<file path="config.mk">
export PLATFORM = sky130hd
export DESIGN_NAME = button_debounce_pot_servo_tracker
export DESIGN_NICKNAME = d
export VERILOG_FILES = /design/src/rtl/bdst_pkg.sv /design/src/rtl/bdst_ram.sv /design/src/rtl/bdst_debounce.sv /design/src/rtl/bdst_ring.sv /design/src/rtl/bdst_servo.sv /design/src/rtl/button_debounce_pot_servo_tracker.sv
export VERILOG_INCLUDE_DIRS = /design/src /design/src/rtl
export SDC_FILE = /design/constraint.sdc
export NUM_CORES = 2
export LEC_CHECK = 0
export BUFFER_PORTS_ARGS = -buffer_cell sky130_fd_sc_hd__buf_2
export CORE_MARGIN = 2
export CORE_UTILIZATION = 35
export DETAILED_ROUTE_END_ITERATION = 10
export HOLD_SLACK_MARGIN = 0.08
export PLACE_DENSITY = 0.6
export SLEW_MARGIN = 25
export SYNTH_ARGS = -nofsm -noshare
export SYNTH_HDL_FRONTEND = slang
export SYNTH_SLANG_ARGS = --single-unit
</file>
<file path="constraint.sdc">
create_clock -name clk -period 7.48 [get_ports clk]
set_clock_uncertainty 0.05 [all_clocks]
set_input_delay 1.496 -clock clk [delete_from_list [all_inputs] [get_ports clk]]
set_output_delay 1.496 -clock clk [all_outputs]
set_load 0.1 [all_outputs]
</file>
<file path="src/rtl/button_debounce_pot_servo_tracker_macros.svh">
// Assertion macros shared by the tracker RTL.
`ifndef BUTTON_DEBOUNCE_POT_SERVO_TRACKER_MACROS_SVH
`define BUTTON_DEBOUNCE_POT_SERVO_TRACKER_MACROS_SVH
`ifndef SYNTHESIS
// Same-cycle implication, checked at every rising edge outside reset.
`define BDST_ASSERT_IMP(label, clk, rst_n, ante, cons) \
    label: assert property (@(posedge clk) disable iff (!rst_n) (ante) |-> (cons)) \
        else $error("tracker assertion failed");
// Next-cycle implication, checked at every rising edge outside reset.
`define BDST_ASSERT_NXT(label, clk, rst_n, ante, cons) \
    label: assert property (@(posedge clk) disable iff (!rst_n) (ante) |=> (cons)) \
        else $error("tracker assertion failed");
`else
`define BDST_ASSERT_IMP(label, clk, rst_n, ante, cons)
`define BDST_ASSERT_NXT(label, clk, rst_n, ante, cons)
`endif
`endif

</file>
<file path="src/rtl/bdst_pkg.sv">
// Shared types and constants of the button debounce and servo tracker.
package bdst_pkg;

    localparam int BTN_FIELD_W  = 5;
    localparam int ADC_BITS     = 12;
    localparam int STAMP_W      = 32;
    localparam int ANGLE_W      = 8;
    localparam int PCT_W        = 7;
    localparam int CFG_IDX_W    = 2;
    localparam int CFG_DATA_W   = 16;
    localparam int DEADBAND_W   = 8;

    localparam int ANGLE_FULL   = 180;
    localparam int ANGLE_CENTER = 90;
    localparam int PERCENT_FULL = 100;

    // Widths of mean * 100 and mean * 180 for a 12-bit mean.
    localparam int PCT_PROD_W   = 19;
    localparam int ANG_PROD_W   = 20;

    // Configuration register indexes.
    localparam logic [CFG_IDX_W-1:0] CFG_DEBOUNCE = 2'd0;
    localparam logic [CFG_IDX_W-1:0] CFG_INTERVAL = 2'd1;
    localparam logic [CFG_IDX_W-1:0] CFG_DEADBAND = 2'd2;

    typedef logic [BTN_FIELD_W-1:0] btn_t;
    typedef logic [ADC_BITS-1:0]    sample_t;
    typedef logic [STAMP_W-1:0]     stamp_t;
    typedef logic [ANGLE_W-1:0]     angle_t;
    typedef logic [PCT_W-1:0]       pct_t;
    typedef logic [CFG_DATA_W-1:0]  cfg_word_t;
    typedef logic [DEADBAND_W-1:0]  deadband_t;

    // Ring memory control: read at acceptance, write when the first stage retires.
    typedef struct packed {
        logic rd_en;
        logic wr_en;
    } ring_ctl_t;

endpackage

</file>
<file path="src/rtl/bdst_ram.sv">
// Generic single-write, single-read RAM with registered read data.
module bdst_ram #(
    parameter int WIDTH = 12,
    parameter int DEPTH = 8,
    parameter int AW    = (DEPTH > 1) ? $clog2(DEPTH) : 1
) (
    input  logic             clk,
    input  logic             we,
    input  logic [AW-1:0]    waddr,
    input  logic [WIDTH-1:0] wdata,
    input  logic             re,
    input  logic [AW-1:0]    raddr,
    output logic [WIDTH-1:0] rdata
);

    logic [WIDTH-1:0] mem [DEPTH];

    always_ff @(posedge clk)
    begin
        if (we)
        begin
            mem[waddr] <= wdata;
        end
        // Hold read data until the next read; a same-address write returns old data.
        if (re)
        begin
            rdata <= mem[raddr];
        end
    end

endmodule

</file>
<file path="src/rtl/bdst_debounce.sv">
// Per-button debounce timers, debounced state and sticky press flags.
module bdst_debounce #(
    parameter int BUTTON_COUNT = 5
) (
    input  logic                   clk,
    input  logic                   rst_n,
    input  logic                   fire,
    input  bdst_pkg::btn_t         levels,
    input  bdst_pkg::btn_t         clear,
    input  bdst_pkg::stamp_t       now_ms,
    input  bdst_pkg::cfg_word_t    debounce_ms,
    output bdst_pkg::btn_t         stable,
    output bdst_pkg::btn_t         flags
);
    import bdst_pkg::*;

    // Buttons beyond the input field never press, so they get no lane.
    localparam int LANES = (BUTTON_COUNT < BTN_FIELD_W) ? BUTTON_COUNT : BTN_FIELD_W;

    logic [LANES-1:0] pressed_raw;
    logic [LANES-1:0] raw_prev_reg;
    logic [LANES-1:0] stable_reg;
    logic [LANES-1:0] stable_next;
    logic [LANES-1:0] sticky_reg;
    logic [LANES-1:0] sticky_next;
    logic [LANES-1:0] flags_mid;
    stamp_t           stamp_reg  [LANES];
    stamp_t           stamp_next [LANES];
    stamp_t           elapsed    [LANES];

    assign pressed_raw = ~levels[LANES-1:0];

    always_comb
    begin
        stable_next = stable_reg;
        flags_mid   = sticky_reg;
        for (int i = 0; i < LANES; i++)
        begin
            // Restart the timer on any raw change.
            stamp_next[i] = (pressed_raw[i] != raw_prev_reg[i]) ? now_ms : stamp_reg[i];
            elapsed[i]    = now_ms - stamp_next[i];
            if (elapsed[i] > STAMP_W'(debounce_ms) && pressed_raw[i] != stable_reg[i])
            begin
                stable_next[i] = pressed_raw[i];
                if (pressed_raw[i])
                begin
                    flags_mid[i] = 1'b1;
                end
            end
        end
        sticky_next = flags_mid & ~clear[LANES-1:0];
    end

    always_ff @(posedge clk or negedge rst_n)
    begin
        if (!rst_n)
        begin
            raw_prev_reg <= '0;
            stable_reg   <= '0;
            sticky_reg   <= '0;
            for (int i = 0; i < LANES; i++)
            begin
                stamp_reg[i] <= '0;
            end
        end
        else if (fire)
        begin
            raw_prev_reg <= pressed_raw;
            stable_reg   <= stable_next;
            sticky_reg   <= sticky_next;
            for (int i = 0; i < LANES; i++)
            begin
                stamp_reg[i] <= stamp_next[i];
            end
        end
    end

    assign stable = btn_t'(stable_next);
    assign flags  = btn_t'(flags_mid);

endmodule

</file>
<file path="src/rtl/bdst_ring.sv">
// Sample ring in RAM with per-entry valid bits, write forwarding and running sum.
module bdst_ring #(
    parameter int AVG_DEPTH = 8,
    parameter int SUM_W     = bdst_pkg::ADC_BITS + $clog2(AVG_DEPTH)
) (
    input  logic                clk,
    input  logic                rst_n,
    input  bdst_pkg::ring_ctl_t ctl,
    input  bdst_pkg::sample_t   wr_data,
    output logic [SUM_W-1:0]    sum_next
);
    import bdst_pkg::*;

    localparam int            AW   = (AVG_DEPTH > 1) ? $clog2(AVG_DEPTH) : 1;
    localparam logic [AW-1:0] LAST = AW'(AVG_DEPTH - 1);

    logic [AW-1:0]        rd_ptr_reg;
    logic [AW-1:0]        wr_ptr_reg;
    logic [AVG_DEPTH-1:0] vld_reg;
    logic                 old_vld_reg;
    logic                 fwd_reg;
    sample_t              fwd_data_reg;
    sample_t              rd_data;
    sample_t              old_sample;
    logic [SUM_W-1:0]     sum_reg;

    bdst_ram #(
        .WIDTH (ADC_BITS),
        .DEPTH (AVG_DEPTH),
        .AW    (AW)
    ) u_ram (
        .clk   (clk),
        .we    (ctl.wr_en),
        .waddr (wr_ptr_reg),
        .wdata (wr_data),
        .re    (ctl.rd_en),
        .raddr (rd_ptr_reg),
        .rdata (rd_data)
    );

    // Entry leaving the ring: forwarded write, stored sample, or zero if never written.
    assign old_sample = fwd_reg ? fwd_data_reg : (old_vld_reg ? rd_data : '0);
    assign sum_next   = sum_reg - SUM_W'(old_sample) + SUM_W'(wr_data);

    always_ff @(posedge clk or negedge rst_n)
    begin
        if (!rst_n)
        begin
            rd_ptr_reg  <= '0;
            wr_ptr_reg  <= '0;
            vld_reg     <= '0;
            old_vld_reg <= 1'b0;
            fwd_reg     <= 1'b0;
            sum_reg     <= '0;
        end
        else
        begin
            if (ctl.rd_en)
            begin
                rd_ptr_reg  <= (rd_ptr_reg == LAST) ? '0 : rd_ptr_reg + 1'b1;
                old_vld_reg <= vld_reg[rd_ptr_reg];
                fwd_reg     <= ctl.wr_en && (wr_ptr_reg == rd_ptr_reg);
            end
            if (ctl.wr_en)
            begin
                wr_ptr_reg          <= (wr_ptr_reg == LAST) ? '0 : wr_ptr_reg + 1'b1;
                vld_reg[wr_ptr_reg] <= 1'b1;
                sum_reg             <= sum_next;
            end
        end
    end

    always_ff @(posedge clk)
    begin
        if (ctl.rd_en)
        begin
            fwd_data_reg <= wr_data;
        end
    end

endmodule

</file>
<file path="src/rtl/bdst_servo.sv">
// Servo angle state: interval timer and deadband check against the last move.
module bdst_servo (
    input  logic                clk,
    input  logic                rst_n,
    input  logic                fire,
    input  bdst_pkg::angle_t    target,
    input  bdst_pkg::stamp_t    now_ms,
    input  bdst_pkg::cfg_word_t interval_ms,
    input  bdst_pkg::deadband_t deadband_deg,
    output bdst_pkg::angle_t    angle,
    output logic                moved
);
    import bdst_pkg::*;

    // Commanded angle and last pot angle always move together: one register.
    angle_t angle_reg;
    stamp_t stamp_reg;
    stamp_t elapsed;
    angle_t diff;
    logic   due;

    assign elapsed = now_ms - stamp_reg;
    assign due     = elapsed >= STAMP_W'(interval_ms);
    assign diff    = (target > angle_reg) ? (target - angle_reg) : (angle_reg - target);
    assign moved   = due && (diff > deadband_deg);
    assign angle   = moved ? target : angle_reg;

    always_ff @(posedge clk or negedge rst_n)
    begin
        if (!rst_n)
        begin
            angle_reg <= ANGLE_W'(ANGLE_CENTER);
            stamp_reg <= '0;
        end
        else if (fire && moved)
        begin
            angle_reg <= target;
            stamp_reg <= now_ms;
        end
    end

endmodule

</file>
<file path="src/rtl/button_debounce_pot_servo_tracker.sv">
// Button debounce and potentiometer servo tracker top level.
//
// One beat per update tick: five active-low button levels, a 12-bit pot sample,
// a millisecond timestamp and a press-clear mask go in; one result beat comes
// out with the debounced buttons, the sticky press flags (before this beat's
// clear), the moving average of the pot, its 0..100 percent scale, the servo
// angle and whether the servo moved. The block takes one beat per clock cycle
// while out_ready keeps results flowing. The pot samples live in a RAM of
// AVG_DEPTH entries read when a beat is accepted and written as the beat leaves
// the first stage, when the running sum and the debounce state take their
// read-modify-write step; the mean, the percent/angle scaling and the servo
// check follow in three more stages, the servo check ending in the output
// register. Stalls from out_ready ripple back stage by stage, so new beats
// keep entering while a finished result waits. Ring entries carry valid bits
// cleared at reset, so the ring reads as all zero at start and no clearing
// pass is needed. Configuration is taken any cycle through cfg_valid with
// cfg_ready always high; an index beyond the register list is dropped.
`include "button_debounce_pot_servo_tracker_macros.svh"

module button_debounce_pot_servo_tracker #(
    parameter int AVG_DEPTH    = 8,
    parameter int BUTTON_COUNT = 5
) (
    input  logic                                   clk,
    input  logic                                   rst_n,

    input  logic                                   cfg_valid,
    output logic                                   cfg_ready,
    input  logic [bdst_pkg::CFG_IDX_W-1:0]         cfg_index,
    input  bdst_pkg::cfg_word_t                    cfg_data,

    input  logic                                   in_valid,
    output logic                                   in_ready,
    input  bdst_pkg::btn_t                         button_levels,
    input  bdst_pkg::sample_t                      adc_sample,
    input  bdst_pkg::stamp_t                       now_ms,
    input  bdst_pkg::btn_t                         clear_press,

    output logic                                   out_valid,
    input  logic                                   out_ready,
    output bdst_pkg::btn_t                         stable_buttons,
    output bdst_pkg::btn_t                         press_flags,
    output bdst_pkg::sample_t                      smoothed_value,
    output bdst_pkg::pct_t                         level_percent,
    output bdst_pkg::angle_t                       servo_angle,
    output logic                                   servo_moved
);
    import bdst_pkg::*;

    // Mean = sum / AVG_DEPTH as an exact reciprocal multiply over the sum's range.
    localparam int AVG_LOG  = $clog2(AVG_DEPTH);
    localparam int SUM_W    = ADC_BITS + AVG_LOG;
    localparam int MEAN_SH  = SUM_W + AVG_LOG;
    localparam int MEAN_MW  = SUM_W + 1;
    localparam int PROD_W   = 2 * SUM_W + 1;
    localparam logic [MEAN_MW-1:0] MEAN_M =
        MEAN_MW'(((64'd1 << MEAN_SH) + 64'(AVG_DEPTH) - 64'd1) / 64'(AVG_DEPTH));
    localparam int DIV_W    = ANG_PROD_W + 1;

    // Divide by the full-scale code 2^12 - 1: exact while the quotient stays below 2^12.
    function automatic logic [DIV_W-1:0] div_full(input logic [DIV_W-1:0] x);
        return (x + (x >> ADC_BITS) + 1'b1) >> ADC_BITS;
    endfunction

    // ---------------- configuration ----------------
    cfg_word_t debounce_ms_reg;
    cfg_word_t interval_ms_reg;
    deadband_t deadband_reg;

    assign cfg_ready = 1'b1;

    always_ff @(posedge clk or negedge rst_n)
    begin
        if (!rst_n)
        begin
            debounce_ms_reg <= 16'd50;
            interval_ms_reg <= 16'd20;
            deadband_reg    <= 8'd2;
        end
        else if (cfg_valid)
        begin
            unique case (cfg_index)
                CFG_DEBOUNCE: debounce_ms_reg <= cfg_data;
                CFG_INTERVAL: interval_ms_reg <= cfg_data;
                CFG_DEADBAND: deadband_reg    <= cfg_data[DEADBAND_W-1:0];
                default:      ;
            endcase
        end
    end

    // ---------------- stage handshake ----------------
    // Each stage advances when occupied and the next one can take its beat.
    logic v1_reg, v2_reg, v3_reg, v4_reg, out_valid_reg;
    logic rdy1, rdy2, rdy3, rdy4, rdy_o;
    logic adv1, adv2, adv3, adv4;
    logic in_accept;

    assign rdy_o     = !out_valid_reg || out_ready;
    assign adv4      = v4_reg && rdy_o;
    assign rdy4      = !v4_reg || rdy_o;
    assign adv3      = v3_reg && rdy4;
    assign rdy3      = !v3_reg || rdy4;
    assign adv2      = v2_reg && rdy3;
    assign rdy2      = !v2_reg || rdy3;
    assign adv1      = v1_reg && rdy2;
    assign rdy1      = !v1_reg || rdy2;
    assign in_ready  = rdy1;
    assign in_accept = in_valid && rdy1;
    assign out_valid = out_valid_reg;

    always_ff @(posedge clk or negedge rst_n)
    begin
        if (!rst_n)
        begin
            v1_reg        <= 1'b0;
            v2_reg        <= 1'b0;
            v3_reg        <= 1'b0;
            v4_reg        <= 1'b0;
            out_valid_reg <= 1'b0;
        end
        else
        begin
            if (in_accept)
                v1_reg <= 1'b1;
            else if (adv1)
                v1_reg <= 1'b0;
            if (adv1)
                v2_reg <= 1'b1;
            else if (adv2)
                v2_reg <= 1'b0;
            if (adv2)
                v3_reg <= 1'b1;
            else if (adv3)
                v3_reg <= 1'b0;
            if (adv3)
                v4_reg <= 1'b1;
            else if (adv4)
                v4_reg <= 1'b0;
            if (adv4)
                out_valid_reg <= 1'b1;
            else if (out_ready)
                out_valid_reg <= 1'b0;
        end
    end

    // ---------------- stage 1: ring read data, debounce, running sum ----------------
    btn_t             s1_levels_reg;
    btn_t             s1_clear_reg;
    sample_t          s1_sample_reg;
    stamp_t           s1_now_reg;
    ring_ctl_t        ring_ctl;
    logic [SUM_W-1:0] ring_sum;
    btn_t             db_stable;
    btn_t             db_flags;

    // Read the leaving entry as the beat arrives; write the new sample over it as the beat retires.
    assign ring_ctl.rd_en = in_accept;
    assign ring_ctl.wr_en = adv1;

    bdst_ring #(
        .AVG_DEPTH (AVG_DEPTH),
        .SUM_W     (SUM_W)
    ) u_ring (
        .clk      (clk),
        .rst_n    (rst_n),
        .ctl      (ring_ctl),
        .wr_data  (s1_sample_reg),
        .sum_next (ring_sum)
    );

    bdst_debounce #(
        .BUTTON_COUNT (BUTTON_COUNT)
    ) u_debounce (
        .clk         (clk),
        .rst_n       (rst_n),
        .fire        (adv1),
        .levels      (s1_levels_reg),
        .clear       (s1_clear_reg),
        .now_ms      (s1_now_reg),
        .debounce_ms (debounce_ms_reg),
        .stable      (db_stable),
        .flags       (db_flags)
    );

    // ---------------- stage 2: mean ----------------
    logic [SUM_W-1:0]  s2_sum_reg;
    btn_t              s2_stable_reg;
    btn_t              s2_flags_reg;
    stamp_t            s2_now_reg;
    logic [PROD_W-1:0] mean_prod;
    sample_t           mean;

    assign mean_prod = PROD_W'(s2_sum_reg) * PROD_W'(MEAN_M);
    assign mean      = mean_prod[MEAN_SH +: ADC_BITS];

    // ---------------- stage 3: scale by 100 and 180 ----------------
    sample_t                s3_mean_reg;
    btn_t                   s3_stable_reg;
    btn_t                   s3_flags_reg;
    stamp_t                 s3_now_reg;
    logic [PCT_PROD_W-1:0]  pct_prod;
    logic [ANG_PROD_W-1:0]  ang_prod;

    assign pct_prod = PCT_PROD_W'(s3_mean_reg) * PCT_PROD_W'(PERCENT_FULL);
    assign ang_prod = ANG_PROD_W'(s3_mean_reg) * ANG_PROD_W'(ANGLE_FULL);

    // ---------------- stage 4: divide by full scale, servo decision ----------------
    sample_t                s4_mean_reg;
    btn_t                   s4_stable_reg;
    btn_t                   s4_flags_reg;
    stamp_t                 s4_now_reg;
    logic [PCT_PROD_W-1:0]  s4_pct_prod_reg;
    logic [ANG_PROD_W-1:0]  s4_ang_prod_reg;
    logic [DIV_W-1:0]       pct_quot;
    logic [DIV_W-1:0]       ang_quot;
    pct_t                   percent;
    angle_t                 target;
    angle_t                 servo_angle_next;
    logic                   servo_moved_next;

    assign pct_quot = div_full(DIV_W'(s4_pct_prod_reg));
    assign ang_quot = div_full(DIV_W'(s4_ang_prod_reg));
    assign percent  = pct_quot[PCT_W-1:0];
    // Clamp to full travel.
    assign target   = (ang_quot > DIV_W'(ANGLE_FULL)) ? ANGLE_W'(ANGLE_FULL)
                                                      : ang_quot[ANGLE_W-1:0];

    bdst_servo u_servo (
        .clk          (clk),
        .rst_n        (rst_n),
        .fire         (adv4),
        .target       (target),
        .now_ms       (s4_now_reg),
        .interval_ms  (interval_ms_reg),
        .deadband_deg (deadband_reg),
        .angle        (servo_angle_next),
        .moved        (servo_moved_next)
    );

    // ---------------- payload registers ----------------
    btn_t    out_stable_reg;
    btn_t    out_flags_reg;
    sample_t out_mean_reg;
    pct_t    out_percent_reg;
    angle_t  out_angle_reg;
    logic    out_moved_reg;

    always_ff @(posedge clk)
    begin
        if (in_accept)
        begin
            s1_levels_reg <= button_levels;
            s1_clear_reg  <= clear_press;
            s1_sample_reg <= adc_sample;
            s1_now_reg    <= now_ms;
        end
        if (adv1)
        begin
            s2_sum_reg    <= ring_sum;
            s2_stable_reg <= db_stable;
            s2_flags_reg  <= db_flags;
            s2_now_reg    <= s1_now_reg;
        end
        if (adv2)
        begin
            s3_mean_reg   <= mean;
            s3_stable_reg <= s2_stable_reg;
            s3_flags_reg  <= s2_flags_reg;
            s3_now_reg    <= s2_now_reg;
        end
        if (adv3)
        begin
            s4_mean_reg     <= s3_mean_reg;
            s4_stable_reg   <= s3_stable_reg;
            s4_flags_reg    <= s3_flags_reg;
            s4_now_reg      <= s3_now_reg;
            s4_pct_prod_reg <= pct_prod;
            s4_ang_prod_reg <= ang_prod;
        end
        if (adv4)
        begin
            out_stable_reg  <= s4_stable_reg;
            out_flags_reg   <= s4_flags_reg;
            out_mean_reg    <= s4_mean_reg;
            out_percent_reg <= percent;
            out_angle_reg   <= servo_angle_next;
            out_moved_reg   <= servo_moved_next;
        end
    end

    assign stable_buttons = out_stable_reg;
    assign press_flags    = out_flags_reg;
    assign smoothed_value = out_mean_reg;
    assign level_percent  = out_percent_reg;
    assign servo_angle    = out_angle_reg;
    assign servo_moved    = out_moved_reg;

    // ---------------- assertions ----------------
    // Input can only stall when every stage is full behind a held result.
    `BDST_ASSERT_IMP(a_stall_cause, clk, rst_n, !in_ready, v1_reg && v2_reg && v3_reg && v4_reg && out_valid_reg && !out_ready)
    // An accepted beat always occupies the first stage next cycle.
    `BDST_ASSERT_NXT(a_accept_lands, clk, rst_n, in_valid && in_ready, v1_reg)
    // Delivered angle and percent stay within their scales.
    `BDST_ASSERT_IMP(a_angle_range, clk, rst_n, out_valid, servo_angle <= ANGLE_W'(ANGLE_FULL))
    `BDST_ASSERT_IMP(a_pct_range, clk, rst_n, out_valid, level_percent <= PCT_W'(PERCENT_FULL))

endmodule
</file>
Word level (Yosys, flattened, before mapping)
Memories as Yosys holds them, arrays and structs flattened. A register that Yosys moved wholly into a read port is not among the register bits.
Cells that the tools add are included.
{"block": "op_classes", "bitwise_logic": 4, "n_reduce_logical": 33, "n_mul": 2, "n_lt_le_gt_ge": 12, "muxes": 43, "eq_ne": 15, "n_addsub": 16}
{"op": "$sub A32 B32 Y32", "n": 6}
{"op": "$gt A32 B16 Y1", "n": 5}
{"op": "$mux W32", "n": 5}
{"op": "$ge A32 B16 Y1", "n": 1}
{"op": "$mux W1", "n": 29}
{"op": "$mux W12", "n": 2}
{"op": "$mux W8", "n": 3}
{"op": "$add A20 B8 Y21", "n": 1}
{"op": "$add A21 B1 Y21 const B", "n": 1}
{"op": "$add A19 B1 Y19 const B", "n": 1}
{"op": "$add A19 B7 Y19", "n": 1}
{"op": "$mul A12 B6 Y18 const B", "n": 1}
{"op": "$mul A12 B5 Y17 const B", "n": 1}
{"op": "$gt A8 B8 Y1", "n": 2}
{"op": "$sub A8 B8 Y8", "n": 2}
{"op": "$add A15 B12 Y15", "n": 1}
{"op": "$sub A15 B12 Y15", "n": 1}
{"op": "$logic_and A1 B1 Y1", "n": 14}
{"op": "$ne A1 B1 Y1", "n": 10}
{"op": "$not A5 Y5", "n": 2}
{"op": "$reduce_bool A2 Y1", "n": 5}
{"op": "$gt A9 B8 Y1 const B", "n": 1}
{"op": "$lt A3 B4 Y1 const B", "n": 2}
{"op": "$or A8 B8 Y8", "n": 1}
{"op": "other kinds (14)", "n": 27}
{"block": "totals", "output_inout_bits": 41, "reg_bits": 595, "mem_bits_rw": 96, "memories": 1}
{"memory": "u_ring.u_ram.mem", "words": 8, "word_bits": 12, "read_ports": 1, "rd_ports_with_merged_regs": 1, "wr": 1, "line_no": "bdst_ram.sv:16", "text": "logic [WIDTH-1:0] mem [DEPTH];"}

Depth between registers and ports, before layout
{"block": "depth", "word_depth": 9, "depth_mapped": 33, "depth_no_buf": 31}

Modules after synthesis
Synthesis repeated with hierarchy kept, for this count alone.
{"block": "hier_totals", "hier_cells": 4477, "hier_area_um2": 47005.1}
{"mod": "bdst_debounce", "seq_area_each_um2": 4379.2, "instances": 1, "area_each_um2": 21451.8, "cells_each": 2675}
{"mod": "button_debounce_pot_servo_tracker", "seq_area_each_um2": 9661.8, "instances": 1, "area_each_um2": 13350.3, "cells_each": 770}
{"mod": "bdst_servo", "seq_area_each_um2": 1006.0, "instances": 1, "area_each_um2": 5348.9, "cells_each": 625}
{"mod": "bdst_ram", "seq_area_each_um2": 3243.1, "instances": 1, "area_each_um2": 4107.7, "cells_each": 164}
{"mod": "bdst_ring", "seq_area_each_um2": 1136.1, "instances": 1, "area_each_um2": 2746.4, "cells_each": 243}

Worst setup path before layout
OpenSTA, ideal clock, no wires.
{"block": "synth_timing", "path_kind": "input-to-reg", "startpoint": "input port out_ready", "endpoint": "register s3_flags_reg[0], enable pin", "t_arrival_ns": 5.669, "slack_ns": 1.213, "path_buffers": 0, "setup_ns": 0.548, "path_stages": 3, "required_ns": 6.882, "cell_sequence": "nand2b_1 nor2_1 a21boi_0"}
{"block": "synth_between", "elab_chain_len": 4}
{"item": "start: declaration", "line_no": "button_debounce_pot_servo_tracker.sv:40", "text": "input logic out_ready,"}
{"item": "$logic_or A1 B1 Y1", "line_no": "button_debounce_pot_servo_tracker.sv:98", "text": "assign rdy_o = !out_valid_reg || out_ready;"}
{"item": "$logic_or A1 B1 Y1", "line_no": "button_debounce_pot_servo_tracker.sv:100", "text": "assign rdy4 = !v4_reg || rdy_o;"}
{"item": "$logic_or A1 B1 Y1", "line_no": "button_debounce_pot_servo_tracker.sv:102", "text": "assign rdy3 = !v3_reg || rdy4;"}
{"item": "$logic_and A1 B1 Y1", "line_no": "button_debounce_pot_servo_tracker.sv:103", "text": "assign adv2 = v2_reg && rdy3;"}
{"item": "via adv2", "line_no": "button_debounce_pot_servo_tracker.sv:95", "text": "logic adv1, adv2, adv3, adv4;"}
{"item": "end signal: assignment", "line_no": "button_debounce_pot_servo_tracker.sv:268", "text": "s3_flags_reg <= s2_flags_reg;"}
{"item": "end: declaration", "line_no": "button_debounce_pot_servo_tracker.sv:199", "text": "btn_t s3_flags_reg;"}
The timed path passes the listed nets, and every way through them passes these cells.
A chain may end at the register's enable or synchronous reset.

Final worst setup path
{"block": "layout_timing", "startpoint": "register s4_ang_prod_reg[14]", "endpoint": "register u_servo.stamp_reg[31]"}
{"block": "layout_between", "elab_chain_len": 9, "elab_cells_between_ends": 11}
{"item": "start: declaration", "line_no": "button_debounce_pot_servo_tracker.sv:213", "text": "logic [ANG_PROD_W-1:0] s4_ang_prod_reg;"}
{"item": "start signal: assignment", "line_no": "button_debounce_pot_servo_tracker.sv:278", "text": "s4_ang_prod_reg <= ang_prod;"}
{"item": "$add A20 B8 Y21 (*)", "line_no": "button_debounce_pot_servo_tracker.sv:62", "text": "return (x + (x >> ADC_BITS) + 1'b1) >> ADC_BITS;"}
{"item": "$add A21 B1 Y21 (*)", "line_no": "button_debounce_pot_servo_tracker.sv:62"}
{"item": "$gt A9 B8 Y1", "line_no": "button_debounce_pot_servo_tracker.sv:225", "text": "assign target = (ang_quot > DIV_W'(ANGLE_FULL)) ? ANGLE_W'(ANGLE_FULL)"}
{"item": "$mux W8 (*)", "line_no": "button_debounce_pot_servo_tracker.sv:225"}
{"item": "via target[5]", "line_no": "button_debounce_pot_servo_tracker.sv:217", "text": "angle_t target;"}
{"item": "$sub A8 B8 Y8 / $gt A8 B8 Y1 (equally long branches)", "line_no": "bdst_servo.sv:24", "text": "assign diff = (target > angle_reg) ? (target - angle_reg) : (angle_reg - target);"}
{"item": "$mux W8 (*)", "line_no": "bdst_servo.sv:24"}
{"item": "$gt A8 B8 Y1 (*)", "line_no": "bdst_servo.sv:25", "text": "assign moved = due && (diff > deadband_deg);"}
{"item": "$logic_and A1 B1 Y1 (*)", "line_no": "bdst_servo.sv:25"}
{"item": "$logic_and A1 B1 Y1 (*)", "line_no": "bdst_servo.sv:35", "text": "else if (fire && moved)"}
{"item": "end signal: assignment", "line_no": "bdst_servo.sv:38", "text": "stamp_reg <= now_ms;"}
{"item": "end: declaration", "line_no": "bdst_servo.sv:17", "text": "stamp_t stamp_reg;"}
The timed path passes the listed nets; every way through them passes the cells marked *.

==> results by group <==
Die
  • Initial core utilization: 0.3538
  • Die W: 355.2 um
  • Die area: 126,200 um^2
  • # IOs: 118
  • Die Ht: 355.2 um
  • Num rows: 128
  • Core Area: 122,000 um^2

Logic synthesis
  • Sequential-to-total area share from yosys stat: 0.4499
  • Post-synthesis async set-or-reset flop share: 0.4187
  • Post-synth EDFFs: 404
  • Adder and majority cell fraction of the synthesized area: 0.1391
  • Synth cell types: 86
  • Largest family of logic cells by synthesized area: compound AO/OA/AOI/OAI gates
  • Simple-gate share of the synthesized area: 0.1053
  • Top_reg_cell synth: edfxtp_1
  • Mux contribution to synthesized area: 0.07978
  • Area leader, netlist: edfxtp_1
  • Synth Net Count: 4,578
  • Top cell type's share of synthesized area: 0.2810
  • Synth area leaders: edfxtp_1 (28%), dfrtp_1 (16%), ha_1 (12%)
  • Synth Area in Compound Gates: 0.1496
  • YS warnings: 0
  • Synthesized flop and latch total: 695
  • Avg Synthesized Cell Area: 10.67 um^2
  • Post-synthesis xor/xnor area fraction: 0.03814
  • Post-Synthesis Cell Area: 43,180 um^2
  • Cell count after synthesis: 4,048

Route
  • Routed Antenna Nets: 0
  • Avg Vias per Cell: 5.262
  • Mean routed wirelength per cell: 18.40 um
  • Routed vias: 30.84k
  • Final Routed Wirelength: 107,800 um
  • Remaining DRCs: 0
  • Drt pass-1 iters: 6
  • Initial DRC count: 2,162

Cells and area
  • Commonest non-fill, non-tap cell in the layout: ha_1
  • Nets: 4,698
  • Commonest non-fill, non-tap cells in the layout: ha_1 (408), edfxtp_1 (404), nand2_1 (377)
  • Layout cells sized above 1: 0.1171
  • Area grow syn2layout: 12.51%
  • Max reg flops: 160

Placement
  • DP Wirelength: 79,330 um
  • Dpl ws: 0.4588 ns
  • Port Buf Inserts: 116
  • Gpl congestion: 0.8939

Timing
  • Final Max Tran Viols: 0
  • Unrepaired setup endpoints after global routing: no
  • Crit share post-route: 0.9153
  • Peak Freq: 146.1 MHz
  • Endpoints failing setup: 0
  • Post-route setup slack: 0.6336 ns
  • Setup TNS Final: 0 ns
  • Fin crit period: 6.846 ns
  • Final Hold Vio Count: 0
  • Worst slew pin tran: 0.9499 ns
  • Slew margin rel.: 0.3648

Worst setup path
  • Req. time, crit path: 7.97 ns
  • Crit path arrival time: 7.34 ns
  • Critical Path Max Stage Delay: 0.45 ns
  • Crit Path Class: reg2reg
  • CP Max Fanout: 16
  • Slowest stage cell, crit path: edfxtp_1
  • Critical path's most frequent cell: a21oi_1
  • CP Capture Type: flop
  • Startpoint Class: flop

Clock network
  • CTS root buf: clkbuf_16
  • CTS buffer count: 78
  • CTS sink count: 695
  • Clk slew on worst S/H paths: 0.06 ns
  • CTS H-tree depth: 3
  • Clock latency at the later pin of the worst-skew pair: 0.67 ns
  • CTS tree: built
  • Max Buffers Root-to-Sink: 3

Global routing
  • Global-route wire length before repair: 170,100 um
  • Grt ovf: 0
  • Vias in the first global route: 30.26k
  • Tot GR Track Use: 0.1701
  • Initial antenna violation count: 8
  • Pin count of the biggest net entering global routing: 202

Worst hold path
  • Hold Crit Class: reg2reg

Power and ir drop
  • P_leak: 20.56 nW
  • PwrDens: 481.0 nW/um^2
  • Worst vdd ir: 0.0003451 V

Job
  • Max cap viols: 0

Status
  • Status: complete, no violations
[layout make-up]
| type | count | area (um^2) |
|---|---|---|
| antenna | 2 | 5.005 |
| clock buffer | 101 | 2130 |
| clock inverter | 45 | 540.5 |
| fill | 11820 | 73460 |
| inverter | 295 | 1112 |
| multi-input combinational | 2924 | 22260 |
| sequential | 695 | 19430 |
| tap | 1625 | 2033 |
| timing repair buffer | 174 | 1069 |
[what timing repair did]
item / in CTS / in global routing
setup buffers: 0 / 1
hold buffers: 0 / 0
endpoints found under the setup margin: 0 / 39
resized for setup: 0 / 3
[critical path, delay by kind of cell, from the launching register on]
| kind | cells | cell delay [ns] |
|---|---|---|
| AO/OA/AOI/OAI | 17 | 3.55 |
| XOR/XNOR | 1 | 0.11 |
| adder cells (fa/ha/maj) | 3 | 1.01 |
| buffers and inverters | 2 | 0.46 |
| flip-flops | 1 | 0.45 |
| multiplexers | 1 | 0.34 |
| AND/OR/NAND/NOR | 6 | 0.73 |
[metal layers]
metal	routed length [um]	vias up	track usage
met3	4755	172	0.02385
met2	48720	648	0.2716
li1	-	15130	-
met5	0	-	0
met4	3219	0	0.05381
met1	51140	14890	0.2380
[synth_stat cells, drive strengths merged, types with 34 or more instances]
cell / count
mux2i: 172
o21ai: 331
nor3: 59
xnor2: 111
a211oi: 41
mux2: 101
nor2b: 35
nand4: 59
edfxtp: 404
a21o: 96
nand2: 377
a21oi: 243
dfrtp: 281
nand3: 74
ha: 408
clkbuf: 120
o21a: 36
inv: 294
o211ai: 34
fa: 45
xor2: 77
nor2: 178
nand2b: 35
[cell families (layout without fill, tap and decap cells)]
| kind of cell | count (synthesis) | count (layout) |
|---|---|---|
| xor gates and xnor gates | 188 | 188 |
| DFF | 695 | 695 |
| muxes | 299 | 299 |
| buffers and inverters | 429 | 615 |
| adders and majority gates | 453 | 453 |
| AOI/OAI and AO/OA | 1022 | 1022 |
| and+or+nand+nor | 961 | 961 |
| other | 1 | 3 |
[metrics by stage]
step / power (mW) / hold WS, ns / util / instances / cell area [um^2]
finish: 23.37 / 0.3521 / 0.3980 / 5861 / 48580
global route: 25.53 / 0.3707 / 0.3980 / 5859 / 48570
CTS: 23.44 / 0.3594 / 0.3976 / 5857 / 48530
detailed placement: 19.29 / 0.3545 / 0.3757 / 5711 / 45860
global placement: 19.10 / 0.3503 / 0.3757 / 5711 / 45860
floorplan: 16.48 / 0.3448 / - / 4048 / 43180
[path summary, 6_finish.rpt]
check	startpoint	endpoint	slack (ns)	depth (start not counted)
min in group asynchronous	rst_n	interval_ms_reg[8]	0.78	1
max in group asynchronous	rst_n	v3_reg	5.00	2
max	s4_ang_prod_reg[14]	u_servo.stamp_reg[31]	0.63	30
min reg2reg	s2_now_reg[31]	s3_now_reg[31]	0.35	0
min	s2_now_reg[31]	s3_now_reg[31]	0.35	0
max reg2reg	s4_ang_prod_reg[14]	u_servo.stamp_reg[31]	0.63	30
[where the power goes]
group | switching (mW) | total [mW] | internal (mW)
logic | 7.47 | 13.2 | 5.68
registers | 0.675 | 6.23 | 5.56
clock network | 1.61 | 3.98 | 2.37
Power figures use the tool's default switching activity.
